File: config.mk
export PLATFORM = sky130hd
export DESIGN_NAME = sensor_frame_checksum_parser
export DESIGN_NICKNAME = d
export VERILOG_FILES = /design/src/sfc_pkg.sv /design/src/sensor_frame_checksum_parser.sv
export SDC_FILE = /design/constraint.sdc
export NUM_CORES = 1
export LEC_CHECK = 0
export ABC_AREA = 1
export BUFFER_PORTS_ARGS = -buffer_cell sky130_fd_sc_hd__buf_2
export CORE_ASPECT_RATIO = 0.7
export CORE_MARGIN = 1.5
export CORE_UTILIZATION = 54
export CTS_CLUSTER_SIZE = 20
export DETAILED_ROUTE_END_ITERATION = 8
export PLACE_DENSITY = 0.86
export SETUP_SLACK_MARGIN = 0.5
export SLEW_MARGIN = 40
export SYNTH_ARGS = -nofsm -noshare
export SYNTH_HDL_FRONTEND = slang
export SYNTH_SLANG_ARGS = --single-unit
export TNS_END_PERCENT = 30
File: constraint.sdc
create_clock -name clk -period 6.3 [get_ports clk]
set_clock_uncertainty 0.15 [all_clocks]
set_input_delay 0.315 -clock clk [delete_from_list [all_inputs] [get_ports clk]]
set_output_delay 0.315 -clock clk [all_outputs]
set_load 0.01 [all_outputs]
File: src/sfc_pkg.sv
// shared types and constants of the sensor frame checksum parser
package sfc_pkg;

  typedef enum logic [2:0] {
    PHASE_IDLE = 3'b001,
    PHASE_HEAD = 3'b010,
    PHASE_DATA = 3'b100
  } phase_t;

  localparam logic [7:0] HEADER_FIRST_RESET  = 8'h55;
  localparam logic [7:0] HEADER_SECOND_RESET = 8'h53;

  localparam int unsigned ADDR_W = 3;
  localparam logic REG_HEADER_FIRST  = 1'b0;
  localparam logic REG_HEADER_SECOND = 1'b1;

  localparam int unsigned PAYLOAD_W = 64;

endpackage

File: src/sensor_frame_checksum_parser.sv
// Use: serial bytes enter on rx_byte (in_valid / in_stall), one byte a transfer.
// The parser hunts for the header pair (header_first, header_second), collects
// PAYLOAD_BYTES payload bytes, then compares the next byte with the 8-bit sum of
// header and payload. A good frame gives one transfer on payload (out_valid /
// out_stall), first payload byte in bits 7:0, unused upper bytes zero; a bad
// frame gives nothing. Either way the parser goes back to hunting.
// Throughput: one byte per cycle while in_stall is low, set by the single state register update.
// The result is in the output register in the cycle after the checksum byte
// is taken.
// A stalled result holds in the output register while further bytes are taken;
// only a checksum byte, good or bad, is held off by in_stall, and only while
// the output register is still full and stalled.
// APB-style registers, pready always high: header_first 0x0, header_second 0x4.
// The user writes them only while the parser is idle; the block does not enforce it.
// Reset (rst, synchronous): parser idle, no result pending, headers 0x55 / 0x53.
module sensor_frame_checksum_parser #(
  parameter int unsigned PAYLOAD_BYTES = 8
) (
  input  logic                            clk,
  input  logic                            rst,
  input  logic                            psel,
  input  logic                            penable,
  input  logic                            pwrite,
  input  logic [sfc_pkg::ADDR_W-1:0]      paddr,
  input  logic [31:0]                     pwdata,
  output logic [31:0]                     prdata,
  output logic                            pready,
  input  logic                            in_valid,
  output logic                            in_stall,
  input  logic [7:0]                      rx_byte,
  output logic                            out_valid,
  input  logic                            out_stall,
  output logic [sfc_pkg::PAYLOAD_W-1:0]   payload
);

  localparam int unsigned CNT_W = $clog2(PAYLOAD_BYTES + 1);
  localparam logic [CNT_W-1:0] LAST_CNT = CNT_W'(PAYLOAD_BYTES);

  logic [7:0]                    header_first;
  logic [7:0]                    header_second;
  sfc_pkg::phase_t               phase;
  sfc_pkg::phase_t               phase_next;
  logic [CNT_W-1:0]              byte_count;
  logic [CNT_W-1:0]              byte_count_next;
  logic [7:0]                    running_sum;
  logic [7:0]                    running_sum_next;
  logic [sfc_pkg::PAYLOAD_W-1:0] payload_shift;
  logic [sfc_pkg::PAYLOAD_W-1:0] payload_shift_next;
  logic                          in_accept;
  logic                          frame_good;
  logic                          cfg_write;
  logic                          at_checksum;

  // configuration port
  assign pready    = 1'b1;
  assign cfg_write = psel && penable && pwrite && pready;

  always_comb begin
    if (paddr[2] == sfc_pkg::REG_HEADER_FIRST) begin
      prdata = {24'd0, header_first};
    end else begin
      prdata = {24'd0, header_second};
    end
  end

  always_ff @(posedge clk) begin
    if (rst) begin
      header_first  <= sfc_pkg::HEADER_FIRST_RESET;
      header_second <= sfc_pkg::HEADER_SECOND_RESET;
    end else if (cfg_write) begin
      if (paddr[2] == sfc_pkg::REG_HEADER_FIRST) begin
        header_first <= pwdata[7:0];
      end else begin
        header_second <= pwdata[7:0];
      end
    end
  end

  // only the checksum byte can produce a result, so only it waits on a full output
  assign at_checksum = (phase == sfc_pkg::PHASE_DATA) && (byte_count == LAST_CNT);
  assign in_stall    = at_checksum && out_valid && out_stall;
  assign in_accept   = in_valid && !in_stall;

  always_comb begin
    phase_next         = phase;
    byte_count_next    = byte_count;
    running_sum_next   = running_sum;
    payload_shift_next = payload_shift;
    frame_good         = 1'b0;
    case (phase)
      sfc_pkg::PHASE_IDLE: begin
        if (rx_byte == header_first) begin
          phase_next = sfc_pkg::PHASE_HEAD;
        end
      end
      sfc_pkg::PHASE_HEAD: begin
        if (rx_byte == header_second) begin
          byte_count_next    = '0;
          payload_shift_next = '0;
          running_sum_next   = header_first + header_second;
          phase_next         = sfc_pkg::PHASE_DATA;
        end else begin
          phase_next = sfc_pkg::PHASE_IDLE;
        end
      end
      sfc_pkg::PHASE_DATA: begin
        if (byte_count != LAST_CNT) begin
          for (int i = 0; i < PAYLOAD_BYTES; i++) begin
            if (byte_count == CNT_W'(i)) begin
              payload_shift_next[8*i +: 8] = rx_byte;
            end
          end
          running_sum_next = running_sum + rx_byte;
          byte_count_next  = byte_count + 1'b1;
        end else begin
          frame_good = (rx_byte == running_sum);
          phase_next = sfc_pkg::PHASE_IDLE;
        end
      end
      default: begin
        phase_next = sfc_pkg::PHASE_IDLE;
      end
    endcase
  end

  always_ff @(posedge clk) begin
    if (rst) begin
      phase       <= sfc_pkg::PHASE_IDLE;
      byte_count  <= '0;
      running_sum <= '0;
    end else if (in_accept) begin
      phase       <= phase_next;
      byte_count  <= byte_count_next;
      running_sum <= running_sum_next;
    end
  end

  always_ff @(posedge clk) begin
    if (in_accept) begin
      payload_shift <= payload_shift_next;
    end
  end

  // result register
  always_ff @(posedge clk) begin
    if (rst) begin
      out_valid <= 1'b0;
    end else if (in_accept && frame_good) begin
      out_valid <= 1'b1;
    end else if (!out_stall) begin
      out_valid <= 1'b0;
    end
  end

  always_ff @(posedge clk) begin
    if (in_accept && frame_good) begin
      payload <= payload_shift;
    end
  end

  // checks
  a_count_range: assert property (@(posedge clk) disable iff (rst)
    byte_count <= LAST_CNT)
    else $error("payload byte count beyond frame length");

  a_result_from_checksum: assert property (@(posedge clk) disable iff (rst)
    $rose(out_valid) |-> $past(in_valid && !in_stall && at_checksum))
    else $error("result appeared without an accepted checksum byte");

  a_header_starts_frame: assert property (@(posedge clk) disable iff (rst)
    in_accept && phase == sfc_pkg::PHASE_HEAD && rx_byte == header_second
    |=> phase == sfc_pkg::PHASE_DATA && byte_count == '0)
    else $error("second header byte did not start payload collection");

  a_checksum_ends_frame: assert property (@(posedge clk) disable iff (rst)
    in_accept && at_checksum |=> phase == sfc_pkg::PHASE_IDLE)
    else $error("parser did not return to hunting after checksum byte");

endmodule

# After elaboration in Yosys (flattened, before gate mapping)
# Cells that the tools add are included.
[totals]
in_bits = 50
output_inout_bits = 99
elab_cells = 95
regBits = 160
[classes]
addsub = 3
bitwise = 1
eq_ne = 28
mux = 26
reduce_logical = 22
[op_table]
columns = ["operator", "count"]
rows = [
  ["two-way mux 64 bit", 2],
  ["one-hot mux 64 bit (2 select lines)", 1],
  ["two-way mux 8 bit", 11],
  ["AND reduction 5 bit", 8],
  ["equality test 8 bit", 3],
  ["inequality test 2 x 1 -> 1 bit (second input constant)", 10],
  ["adder 8 bit", 2],
  ["equality test 4 x 3 -> 1 bit (second input constant)", 4],
  ["one-hot mux 8 bit (2 select lines)", 1],
  ["two-way mux 3 bit", 3],
  ["one-hot mux 3 bit (3 select lines)", 1],
  ["equality test 4 x 2 -> 1 bit (second input constant)", 2],
  ["two-way mux 4 bit", 2],
  ["one-hot mux 4 bit (2 select lines)", 1],
  ["logical AND 1 bit", 7],
  ["inequality test 2 bit (second input constant)", 3],
  ["adder 4 x 1 -> 4 bit (second input constant)", 1],
  ["equality test 4 x 1 -> 1 bit (second input constant)", 1],
  ["equality test 4 bit (second input constant)", 1],
  ["logical NOT 4 bit", 1],
  ["two-way mux 1 bit", 4],
  ["inequality test 4 bit (second input constant)", 1],
  ["AND reduction 2 bit", 2],
  ["AND reduction 4 bit", 1],
  ["7 further kinds", 7],
]

# Logic depth before layout (Yosys ltp)
# Gate-level depths: netlist (run 1).
[logic_depth]
ltp_word = 8
mapped_depth = 13
mapped_depth_nobuf = 13

# Least setup slack after synthesis (run 1)
# Ideal clock, no wire load.
[synth_path]
path_type = "input to register"
start = "in rx_byte[4]"
end = "reg payload[0] (netlist bit), enable pin"
stages = 4
setup_time_ps = 488
path_buffers = 0
setup_slack_ps = 1922
required_ps = 5662
arrival_ps = 3741
cell_sequence = "ha_1 -> nor4_1 -> nand4_1 -> nor2_1"
[synth_between]
elab_chain_len = 4
[synth_lines]
columns = ["element", "line", "text"]
rows = [
  ["start: declaration", "sensor_frame_checksum_parser.sv:30", "input logic [7:0] rx_byte,"],
  ["equality test 8 bit", "sensor_frame_checksum_parser.sv:116", "frame_good = (rx_byte == running_sum);"],
  ["two-way mux 1 bit", "sensor_frame_checksum_parser.sv:107", "if (byte_count != LAST_CNT) begin"],
  ["two-way mux 1 bit", "sensor_frame_checksum_parser.sv:90", "case (phase)"],
  ["logical AND 1 bit", "sensor_frame_checksum_parser.sv:156", "if (in_accept && frame_good) begin"],
  ["end signal: assignment", "sensor_frame_checksum_parser.sv:157", "payload <= payload_shift;"],
  ["end: declaration", "sensor_frame_checksum_parser.sv:33", "output logic [sfc_pkg::PAYLOAD_W-1:0] payload"],
]
# Every way passes these cells.
# A chain may end at the register's enable or synchronous reset.

# Worst setup path after layout (run 1)
[layout_path]
start = "reg phase[2]"
end = "reg payload_shift[0] (netlist bit), enable pin"
[layout_between]
elab_chain_len = 7
word_cells_on_any_way = 12
cone_classes = "eq/ne (5); reduce/logical (7)"
[layout_lines]
columns = ["element", "line", "text"]
rows = [
  ["start: declaration", "sensor_frame_checksum_parser.sv:41", "sfc_pkg::phase_t phase;"],
  ["start signal: assignment", "sensor_frame_checksum_parser.sv:128", "phase <= sfc_pkg::PHASE_IDLE;"],
  ["start signal: assignment", "sensor_frame_checksum_parser.sv:132", "phase <= phase_next;"],
  ["equality test 3 bit", "sensor_frame_checksum_parser.sv:80, sensor_frame_checksum_parser.sv:90", ""],
  ["logical AND 1 bit", "sensor_frame_checksum_parser.sv:80", "assign at_checksum = (phase == sfc_pkg::PHASE_DATA) && (byte_count == LAST_CNT);"],
  ["logical AND 1 bit (2 in series)", "sensor_frame_checksum_parser.sv:81", "assign in_stall = at_checksum && out_valid && out_stall;"],
  ["logical NOT 1 bit", "sensor_frame_checksum_parser.sv:82", "assign in_accept = in_valid && !in_stall;"],
  ["logical AND 1 bit", "sensor_frame_checksum_parser.sv:82", ""],
  ["AND reduction 5 bit (no line) *", "--", ""],
  ["end signal: assignment", "sensor_frame_checksum_parser.sv:140", "payload_shift <= payload_shift_next;"],
  ["end: declaration", "sensor_frame_checksum_parser.sv:47", "logic [sfc_pkg::PAYLOAD_W-1:0] payload_shift;"],
]
# Mark *: on every way between the ends. The rest lies on a longest branch, timed or not.

==> results.sh, run 1 <==
export IMPL_drc=0
export IMPL_htreeDepth=4
export IMPL_diodes=0
export IMPL_rsz0062_at_grt="false"
export IMPL_place_congestion=0.889
export IMPL_ant_nets=0
export IMPL_clkPwrFrac=0.404
export IMPL_min_period_over_period=0.477
export IMPL_combPwrFrac=0.097
export IMPL_ys_seq_area_frac=0.678
export IMPL_yosysTopAreaCellShare=0.581
export IMPL_vias=4556
export IMPL_r2r_start="phase[2]"
export IMPL_fillers=848
export IMPL_grt_ovfl_total=0
export IMPL_worst_path_largest_cell_delay_ns=0.68
export IMPL_cts_tree="done"
export IMPL_p_per_area_mw_per_mm2=309
export IMPL_cts_buffers=17
export IMPL_worst_pin_slew_ns=0.810
export IMPL_p_switching_uw=610
export IMPL_dieArea_mm2=0.0129
export IMPL_synth_top_area_cell="edfxtp_1"
export IMPL_min_to="out_valid"
export IMPL_switching_share=0.252
export IMPL_drt_wl_total_um=14100
export IMPL_async_flop_share=0
export IMPL_clockBufferDepth=2
export IMPL_synth_edf_count=128
export IMPL_fin_tns_setup_ns=0
export IMPL_ctsResizeCount=0
export IMPL_synth_warnings=0
export IMPL_cpMaxStageDelayCell="nor2_1"
export IMPL_start_util=0.560
export IMPL_fp_dieW_um=135
export IMPL_netlist_instances=572
export IMPL_mostFrequentLayoutCells="edfxtp_1, nand2_1, buf_2"
export IMPL_fin_crit_ns=3.01
export IMPL_ys_types=34
export IMPL_dr_pass1_iters=6
export IMPL_io_pins=149
export IMPL_crit_chain="nand3_2, inv_2, o21a_4, nand2_4, nor2_1"
export IMPL_final_common_cell="edfxtp_1"
export IMPL_place_ws_ns=3.37
export IMPL_p_int_mw=1.81
export IMPL_r2r_slack_ns=3.29
export IMPL_fmax_ghz=0.333
export IMPL_cp_data_arrival_time_ns=2.91
export IMPL_synth_main_ff_cell="edfxtp_1"
export IMPL_timing_hold_ws_ns=0.0978
export IMPL_path_max_fanout=24
export IMPL_ir_drop_uv=221
export IMPL_area_delta_synth_final_pct=18.4
export IMPL_max_cap_violations=0
export IMPL_final_max_slew_violation_count=0
export IMPL_r2r_end="payload_shift[0]"
export IMPL_dp_hpwl_um=9140
export IMPL_grt_pass1_wl_um=21000
export IMPL_antenna_found_initial=0
export IMPL_setup_ws_ns=3.29
export IMPL_rows=33
export IMPL_power_frac_seq=0.499
export IMPL_maxSlewHeadroom=0.458
export IMPL_die_y_um=95.6
export IMPL_synth_area_top_cells="edfxtp_1, dfxtp_1, nand2_1, ha_1, nor2_1"
export IMPL_grt_use_total=0.223
export IMPL_post_route_util=0.663
export IMPL_post_cts_buffers=0
export IMPL_p_leak_nw=3.28
export IMPL_syn_avg_cell_area_um2=11.6
export IMPL_run_status="complete, no violations"
export IMPL_clk_pin_slew_ns=0.06
export IMPL_ys_ff_latch=160
export IMPL_critical_path_class="register to register"
export IMPL_syn_cell_area_mm2=0.00661
export IMPL_drive_gt1_frac=0.213
export IMPL_vias_per_cell=5.32
export IMPL_setup_viol=0
export IMPL_cts_sinks=160
export IMPL_min_path_type="input pin to register"
export IMPL_core_area_mm2=0.0118
export IMPL_fin_nets=757
export IMPL_root_buffer="clkbuf_16"
export IMPL_drtIter0Drc=475
export IMPL_grt_max_degree=66
export IMPL_finalHoldViolCount=0
export IMPL_clk_latency_ns=0.43
export IMPL_endpoint_kind="register"
export IMPL_path_buf_inv=1
export IMPL_path_delay_family="simple AND/OR/NAND/NOR gates"
export IMPL_io_buffers=97
export IMPL_startpoint_type="register"
export IMPL_cts_hold_buf=8
export IMPL_grt_pass1_vias=4127
export IMPL_hp_start="out_stall"
export IMPL_cp_data_required_time_ns=6.21
export IMPL_detail_route_wl_per_cell_um=16.4
export IMPL_worstHoldPathCells=5
export IMPL_worst_r2r_cell_count=5
==> sequential cells by signal, indices dropped and copies added (netlist names) <==
signal         cells
byte_count         4
header_first       8
header_second      8
out_valid          1
payload           64
payload_shift     64
phase              3
running_sum        8
==> cells by family (layout without fill, tap and decap cells) <==
family	after synthesis	in the layout	share of synthesized area
other cells	2	25	0.00114
xor+xnor	14	14	0.0186
fa+ha+maj	20	20	0.0401
mux	1	1	0.00151
flops	160	160	0.678
compound gates	52	52	0.0416
simple gates	232	232	0.150
buf+inv	91	196	0.0689
==> how the worst max path moves through the flow <==
stage / startpoint / to / slack (ns) / cells after the start
floorplan: rx_byte[4] / payload[0] / 1.92 / 4
CTS: phase[2] / payload_shift[38] / 3.33 / 5
finish: phase[2] / payload_shift[0] / 3.29 / 5
global route: phase[2] / payload_shift[7] / 3.17 / 5
detailed placement: phase[2] / payload_shift[8] / 3.37 / 5
global placement: phase[2] / payload_shift[48] / 3.41 / 5
==> power groups by stage <==
stage	logic (mW)	clock network [mW]	registers, mW
6_report	0.235	0.977	1.21
5_1_grt	0.259	1.02	1.21
4_1_cts	0.230	0.983	1.21
3_5_place_dp	0.219	0	1.23
3_3_place_gp	0.206	0	1.22
2_1_floorplan	0.176	0	1.22
==> synth_stat cells, types with 5 or more instances <==
master	n
a21oi_1	25
buf_4	25
dfxtp_1	32
edfxtp_1	128
ha_1	18
inv_1	50
inv_2	6
nand2_1	117
nand3_1	39
nand3b_1	5
nor2_1	56
o21ai_0	20
xnor2_1	12
==> cell type report <==
| cell class | instances | area, um2 | area share |
|---|---|---|---|
| flip-flops and latches | 160 | 4480 | 0.573 |
| multi-input cells | 344 | 1780 | 0.227 |
| clock buffers | 18 | 429 | 0.0548 |
| clock inverters | 14 | 129 | 0.0165 |
| repair buffers | 107 | 593 | 0.0758 |
| inverters | 57 | 216 | 0.0276 |
| well taps | 157 | 196 | 0.0251 |
==> routing by layer <==
layer  vias up  global-route usage  wire, um
met5         -                   0         0
met4         0              0.0618       133
met3        21              0.0707      1300
met2       279               0.377      6850
met1      2147               0.279      5780
li1       2109                   -         -
==> worst min-delay path, delay by kind of cell <==
kind,cells,cell delay [ns]
buffers and inverters,2,0.13
and+or+nand+nor,3,0.17
==> through the flow <==
stage          instances  power [mW]  area (um2)
2_1_floorplan        595        1.40        6700
3_3_place_gp         816        1.43        7150
3_5_place_dp         816        1.45        7160
4_1_cts              856        2.42        7800
5_1_grt              857        2.49        7830
6_report             857        2.42        7830
Power figures use the tool's default switching activity.
==> run 2, diff against run 1 <==
clock period = 3.1 ns   (was 6.3 ns; I/O delays follow)
==> run 2 against run 1 <==
Global-route usage increased by 2.3 points; cell count increased by 1.5%; clock-buffer cell count decreased by 1; design area increased by 1.5%; combinational power increased by 120%; critical path type unchanged; fmax increased by 19%; clock power increased by 110%.
==> results.sh, run 2 (same netlist as run 1, synthesis figures left out) <==
export IMPL_path_max_fanout=20
export IMPL_final_max_slew_violation_count=0
export IMPL_place_congestion=0.933
export IMPL_path_delay_family="compound AO/OA/AOI/OAI gates"
export IMPL_drc=0
export IMPL_worst_pin_slew_ns=0.838
export IMPL_cp_data_required_time_ns=3.08
export IMPL_clkPwrFrac=0.408
export IMPL_p_leak_nw=3.36
export IMPL_cpMaxStageDelayCell="dfxtp_1"
export IMPL_crit_chain="inv_1, ha_1, nand3_2, nor2_2, nor2_2, o21a_4, nand2_4, a21oi_1, buf_4"
export IMPL_grt_pass1_wl_um=23100
export IMPL_fp_dieW_um=135
export IMPL_rows=33
export IMPL_final_common_cell="edfxtp_1"
export IMPL_min_period_over_period=0.813
export IMPL_p_switching_mw=1.34
export IMPL_fin_crit_ns=2.52
export IMPL_min_path_type="input pin to register"
export IMPL_clk_latency_ns=0.42
export IMPL_cp_data_arrival_time_ns=2.50
export IMPL_mostFrequentLayoutCells="edfxtp_1, nand2_1, buf_2"
export IMPL_dieArea_mm2=0.0129
export IMPL_htreeDepth=4
export IMPL_p_per_area_mw_per_mm2=629
export IMPL_io_pins=149
export IMPL_dp_cells=825
export IMPL_root_buffer="clkbuf_16"
export IMPL_rsz0062_at_grt="true"
export IMPL_post_cts_buffers=0
export IMPL_antenna_found_initial=0
export IMPL_area_delta_synth_final_pct=20.2
export IMPL_dp_hpwl_um=9630
export IMPL_dr_pass1_iters=5
export IMPL_path_buf_inv=2
export IMPL_switching_share=0.269
export IMPL_grt_ovfl_total=0
export IMPL_crit_path_frequent_cell="nor2_2"
export IMPL_power_frac_seq=0.491
export IMPL_clockBufferDepth=2
export IMPL_largest_registers="payload x64, payload_shift x64"
export IMPL_finalHoldViolCount=0
export IMPL_maxSlewHeadroom=0.439
export IMPL_run_status="complete, no violations"
export IMPL_drive_gt1_frac=0.220
export IMPL_io_buffers=97
export IMPL_fin_tns_setup_ns=0
export IMPL_core_area_mm2=0.0118
export IMPL_ant_nets=0
export IMPL_grt_use_total=0.246
export IMPL_vias_per_cell=5.43
export IMPL_cts_buffers=17
export IMPL_vias=4723
export IMPL_worst_path_largest_cell_delay_ns=0.41
export IMPL_cts_tree="done"
export IMPL_grt_pass1_vias=4434
export IMPL_diodes=0
export IMPL_drtIter0Drc=424
export IMPL_startpoint_type="register"
export IMPL_combPwrFrac=0.102
export IMPL_drt_wl_total_um=15200
export IMPL_detail_route_wl_per_cell_um=17.5
export IMPL_setup_viol=0
export IMPL_cts_sinks=160
export IMPL_max_cap_violations=0
export IMPL_fmax_ghz=0.397
export IMPL_clk_pin_slew_ns=0.07
export IMPL_wl_met2_um=7260
export IMPL_highest_layer="met4"
export IMPL_dr_wl_met3_um=1410
export IMPL_die_y_um=95.6
export IMPL_stdcell_count=870
export IMPL_endpoint_kind="register"
export IMPL_fin_nets=770
export IMPL_start_util=0.560
export IMPL_grt_max_degree=48
export IMPL_p_int_mw=3.65
export IMPL_ir_drop_uv=493
export IMPL_critical_path_class="register to register"
export IMPL_wl_met1_um=5950
[run 2: cell types whose count changed in the layout (fill, tap and decap cells not counted), moves of 3 or more]
| cell | before | now |
|---|---|---|
| buf_4 | 1 | 10 |
| inv_8 | 2 | 5 |
| dlygate4sd3_1 | 8 | 13 |
| a21oi_2 | 3 | 0 |
| a21oi_1 | 22 | 25 |
[run 2: area by class of cell]
cell class	instances	area, um2
fillers	790	3860
clock buffers	17	425
inverters	57	216
repair buffers	120	691
multi-input cells	344	1770
clock inverters	15	156
well taps	157	196
flip-flops and latches	160	4480
[run 2: repair_timing]
action	CTS	global route
hold buffers	13	0
endpoints found under the setup margin	0	22
resized for setup	0	3
hold endpoints to repair	21	0
[run 2: per-stage QoR]
step                      area (um2)  power (mW)  worst slack (ns)  hold WS (ns)  utilization
final                           7940        4.99             0.580         0.100        0.673
after global routing            7940        5.15             0.481        0.0916        0.673
after CTS                       7930        5.00             0.516        0.0667        0.672
after detailed placement        7220        2.96             0.534         0.236        0.612
after global placement          7220        2.92             0.681         0.228        0.612
after floorplan                 6700        2.84             0.505         0.131            -
[run 2: worst paths after layout]
kind / startpoint / endpoint / slack (ns) / cells after the start
setup / recovery: byte_count[0] / payload_shift[35] / 0.58 / 9
hold / removal: rx_byte[3] / payload_shift[59] / 0.10 / 3
setup reg to reg: byte_count[0] / payload_shift[35] / 0.58 / 9
hold reg to reg: payload_shift[56] / payload[56] / 0.26 / 0
[run 2: worst min-delay path, cell delays in order]
cell and delay (ns):
buf_2 0.14, inv_1 0.07, nor2_1 0.11
[run 2: power by group through the flow]
stage               combinational (mW)  sequential (mW)  clock (mW)
floorplan                        0.357             2.48           0
global placement                 0.432             2.49           0
detailed placement               0.463             2.49           0
CTS                              0.492             2.45        2.06
global route                     0.559             2.46        2.14
finish                           0.507             2.45        2.04
[run 2: layer usage]
metal | up-vias | GRT usage
li1 | 2137 | -
met1 | 2213 | 0.303
met2 | 310 | 0.404
met3 | 63 | 0.0680
met4 | 0 | 0.123
met5 | - | 0
==> run 3, diff against run 2 <==
CORE_UTILIZATION = 49   (was 54)
PLACE_DENSITY = 0.82   (was 0.86)
clock period = 2.3 ns   (was 3.1 ns; I/O delays follow)
==> run 3 against run 2 <==
Worst hold slack lost 0.032 ns; routed wire length is 14% higher; combinational power is 66% higher; design area grew 9.4%; flip-flop and latch count unchanged; worst setup slack lost 0.30 ns; total power increased by 39%; cell count increased by 7.4%; via count is 5.8% higher; largest cell class unchanged; highest routed layer unchanged.
==> results.sh, run 3 (same netlist as run 1, synthesis figures left out) <==
export IMPL_run_status="complete, no violations"
export IMPL_die_y_um=100
export IMPL_drc=0
export IMPL_ir_drop_uv=602
export IMPL_fmax_ghz=0.495
export IMPL_drtIter0Drc=550
export IMPL_place_congestion=0.875
export IMPL_grt_pass1_vias=4624
export IMPL_root_buffer="clkbuf_16"
export IMPL_mostFrequentLayoutCells="edfxtp_1, nand2_1, buf_2"
export IMPL_rsz0062_at_grt="true"
export IMPL_startpoint_type="register"
export IMPL_start_util=0.501
export IMPL_dieArea_mm2=0.0142
export IMPL_p_total_mw=6.92
export IMPL_cpMaxStageDelayCell="dfxtp_2"
export IMPL_p_per_area_mw_per_mm2=797
export IMPL_p_leak_nw=3.60
export IMPL_p_switching_mw=1.84
export IMPL_crit_chain="ha_4, nor4_4, nand4_1, nor2_4, buf_12, buf_12"
export IMPL_grt_ovfl_total=0
export IMPL_endpoint_kind="register"
export IMPL_crit_start="running_sum[6]"
export IMPL_fin_crit_ns=2.02
export IMPL_drt_wl_total_um=17300
export IMPL_dp_hpwl_um=9710
export IMPL_final_common_cell="edfxtp_1"
export IMPL_fp_dieW_um=142
export IMPL_critical_path_class="register to register"
export IMPL_worst_r2r_cell_count=6
export IMPL_fin_nets=806
export IMPL_dr_pass1_iters=5
export IMPL_clk_latency_ns=0.42
export IMPL_diodes=0
export IMPL_clkPwrFrac=0.399
export IMPL_maxSlewHeadroom=0.523
export IMPL_min_period_over_period=0.879
export IMPL_cp_data_arrival_time_ns=1.99
export IMPL_detail_route_wl_per_cell_um=18.6
export IMPL_min_path_type="input pin to register"
export IMPL_io_pins=149
export IMPL_r2r_end="payload[47]"
export IMPL_switching_share=0.266
export IMPL_placed_area_mm2=0.00741
export IMPL_fillers=865
export IMPL_worstHoldPathCells=5
export IMPL_drive_gt1_frac=0.327
export IMPL_setup_viol=0
export IMPL_timing_hold_ws_ns=0.0685
export IMPL_grt_max_degree=24
export IMPL_cp_data_required_time_ns=2.27
export IMPL_finalHoldViolCount=0
export IMPL_endpoint="payload[47]"
export IMPL_cts_buffers=17
export IMPL_final_max_slew_violation_count=0
export IMPL_vias_per_cell=5.35
export IMPL_core_area_mm2=0.0132
export IMPL_htreeDepth=4
export IMPL_grt_pass1_wl_um=24800
export IMPL_clk_pin_slew_ns=0.07
export IMPL_worst_path_largest_cell_delay_ns=0.34
export IMPL_io_buffers=97
export IMPL_power_frac_seq=0.479
export IMPL_ant_nets=0
export IMPL_crit_path_frequent_cell="buf_12"
export IMPL_cts_tree="done"
export IMPL_path_max_fanout=17
export IMPL_fin_area_mm2=0.00869
export IMPL_antenna_found_initial=0
export IMPL_fin_tns_setup_ns=0
export IMPL_cts_sinks=160
export IMPL_grt_use_total=0.236
export IMPL_largest_registers="payload x64, payload_shift x64"
export IMPL_area_delta_synth_final_pct=31.5
export IMPL_clockBufferDepth=2
export IMPL_rows=35
export IMPL_vias=4995
export IMPL_worst_pin_slew_ns=0.714
export IMPL_r2r_slack_ns=0.28
export IMPL_combPwrFrac=0.122
export IMPL_r2r_start="running_sum[6]"
export IMPL_p_int_mw=5.08
export IMPL_max_cap_violations=0
==> run 3: worst max-delay path, delay by kind of cell (launching register included) <==
kind,cells,cell delay [ns]
simple gates,3,0.66
flops,1,0.34
fa+ha+maj,1,0.24
buf+inv,2,0.32
==> run 3: final cells by class <==
class | instances | area (um2) | share of cell area
clock inverters | 15 | 151 | 0.0174
well taps | 185 | 231 | 0.0266
repair buffers | 156 | 1130 | 0.130
multi-input cells | 344 | 2020 | 0.233
flip-flops and latches | 160 | 4510 | 0.519
clock buffers | 17 | 425 | 0.0489
inverters | 57 | 219 | 0.0252
==> run 3: worst min path at each step <==
stage          startpoint                 to
2_1_floorplan   pwdata[0]   header_second[0]
3_3_place_gp    pwdata[0]   header_second[0]
3_5_place_dp    pwdata[4]   header_second[4]
4_1_cts        rx_byte[3]  payload_shift[19]
5_1_grt        rx_byte[3]   payload_shift[3]
6_report         in_valid           phase[0]
==> run 3: routing by layer <==
metal,share of wire,up-vias,GRT usage
met5,0,-,0
met4,0.041,0,0.116
met3,0.083,85,0.0525
met2,0.48,324,0.383
met1,0.40,2376,0.304
li1,-,2210,-
==> run 3: repair_timing <==
action                                 in CTS  in global routing
setup endpoints to repair                 133                161
endpoints found under the hold margin      21                  0
cloned                                      2                  2
pin swaps                                  11                 10
hold buffers                               13                  0
resized for setup                          56                 24
buffers inserted                           12                  9
==> run 3: power groups by stage <==
stage,logic [mW],clock network [mW],registers (mW)
3_3_place_gp,0.610,0,3.36
3_5_place_dp,0.648,0,3.36
6_report,0.843,2.76,3.32
4_1_cts,0.749,2.73,3.31
2_1_floorplan,0.488,0,3.35
5_1_grt,0.913,2.90,3.32
==> run 3: per-stage QoR <==
step | worst slack, ns | std cells | util
6_report | 0.279 | 934 | 0.659
5_1_grt | 0.233 | 934 | 0.659
4_1_cts | 0.387 | 923 | 0.644
3_5_place_dp | 0.142 | 864 | 0.562
3_3_place_gp | 0.225 | 864 | 0.562
2_1_floorplan | -0.238 | 595 | -
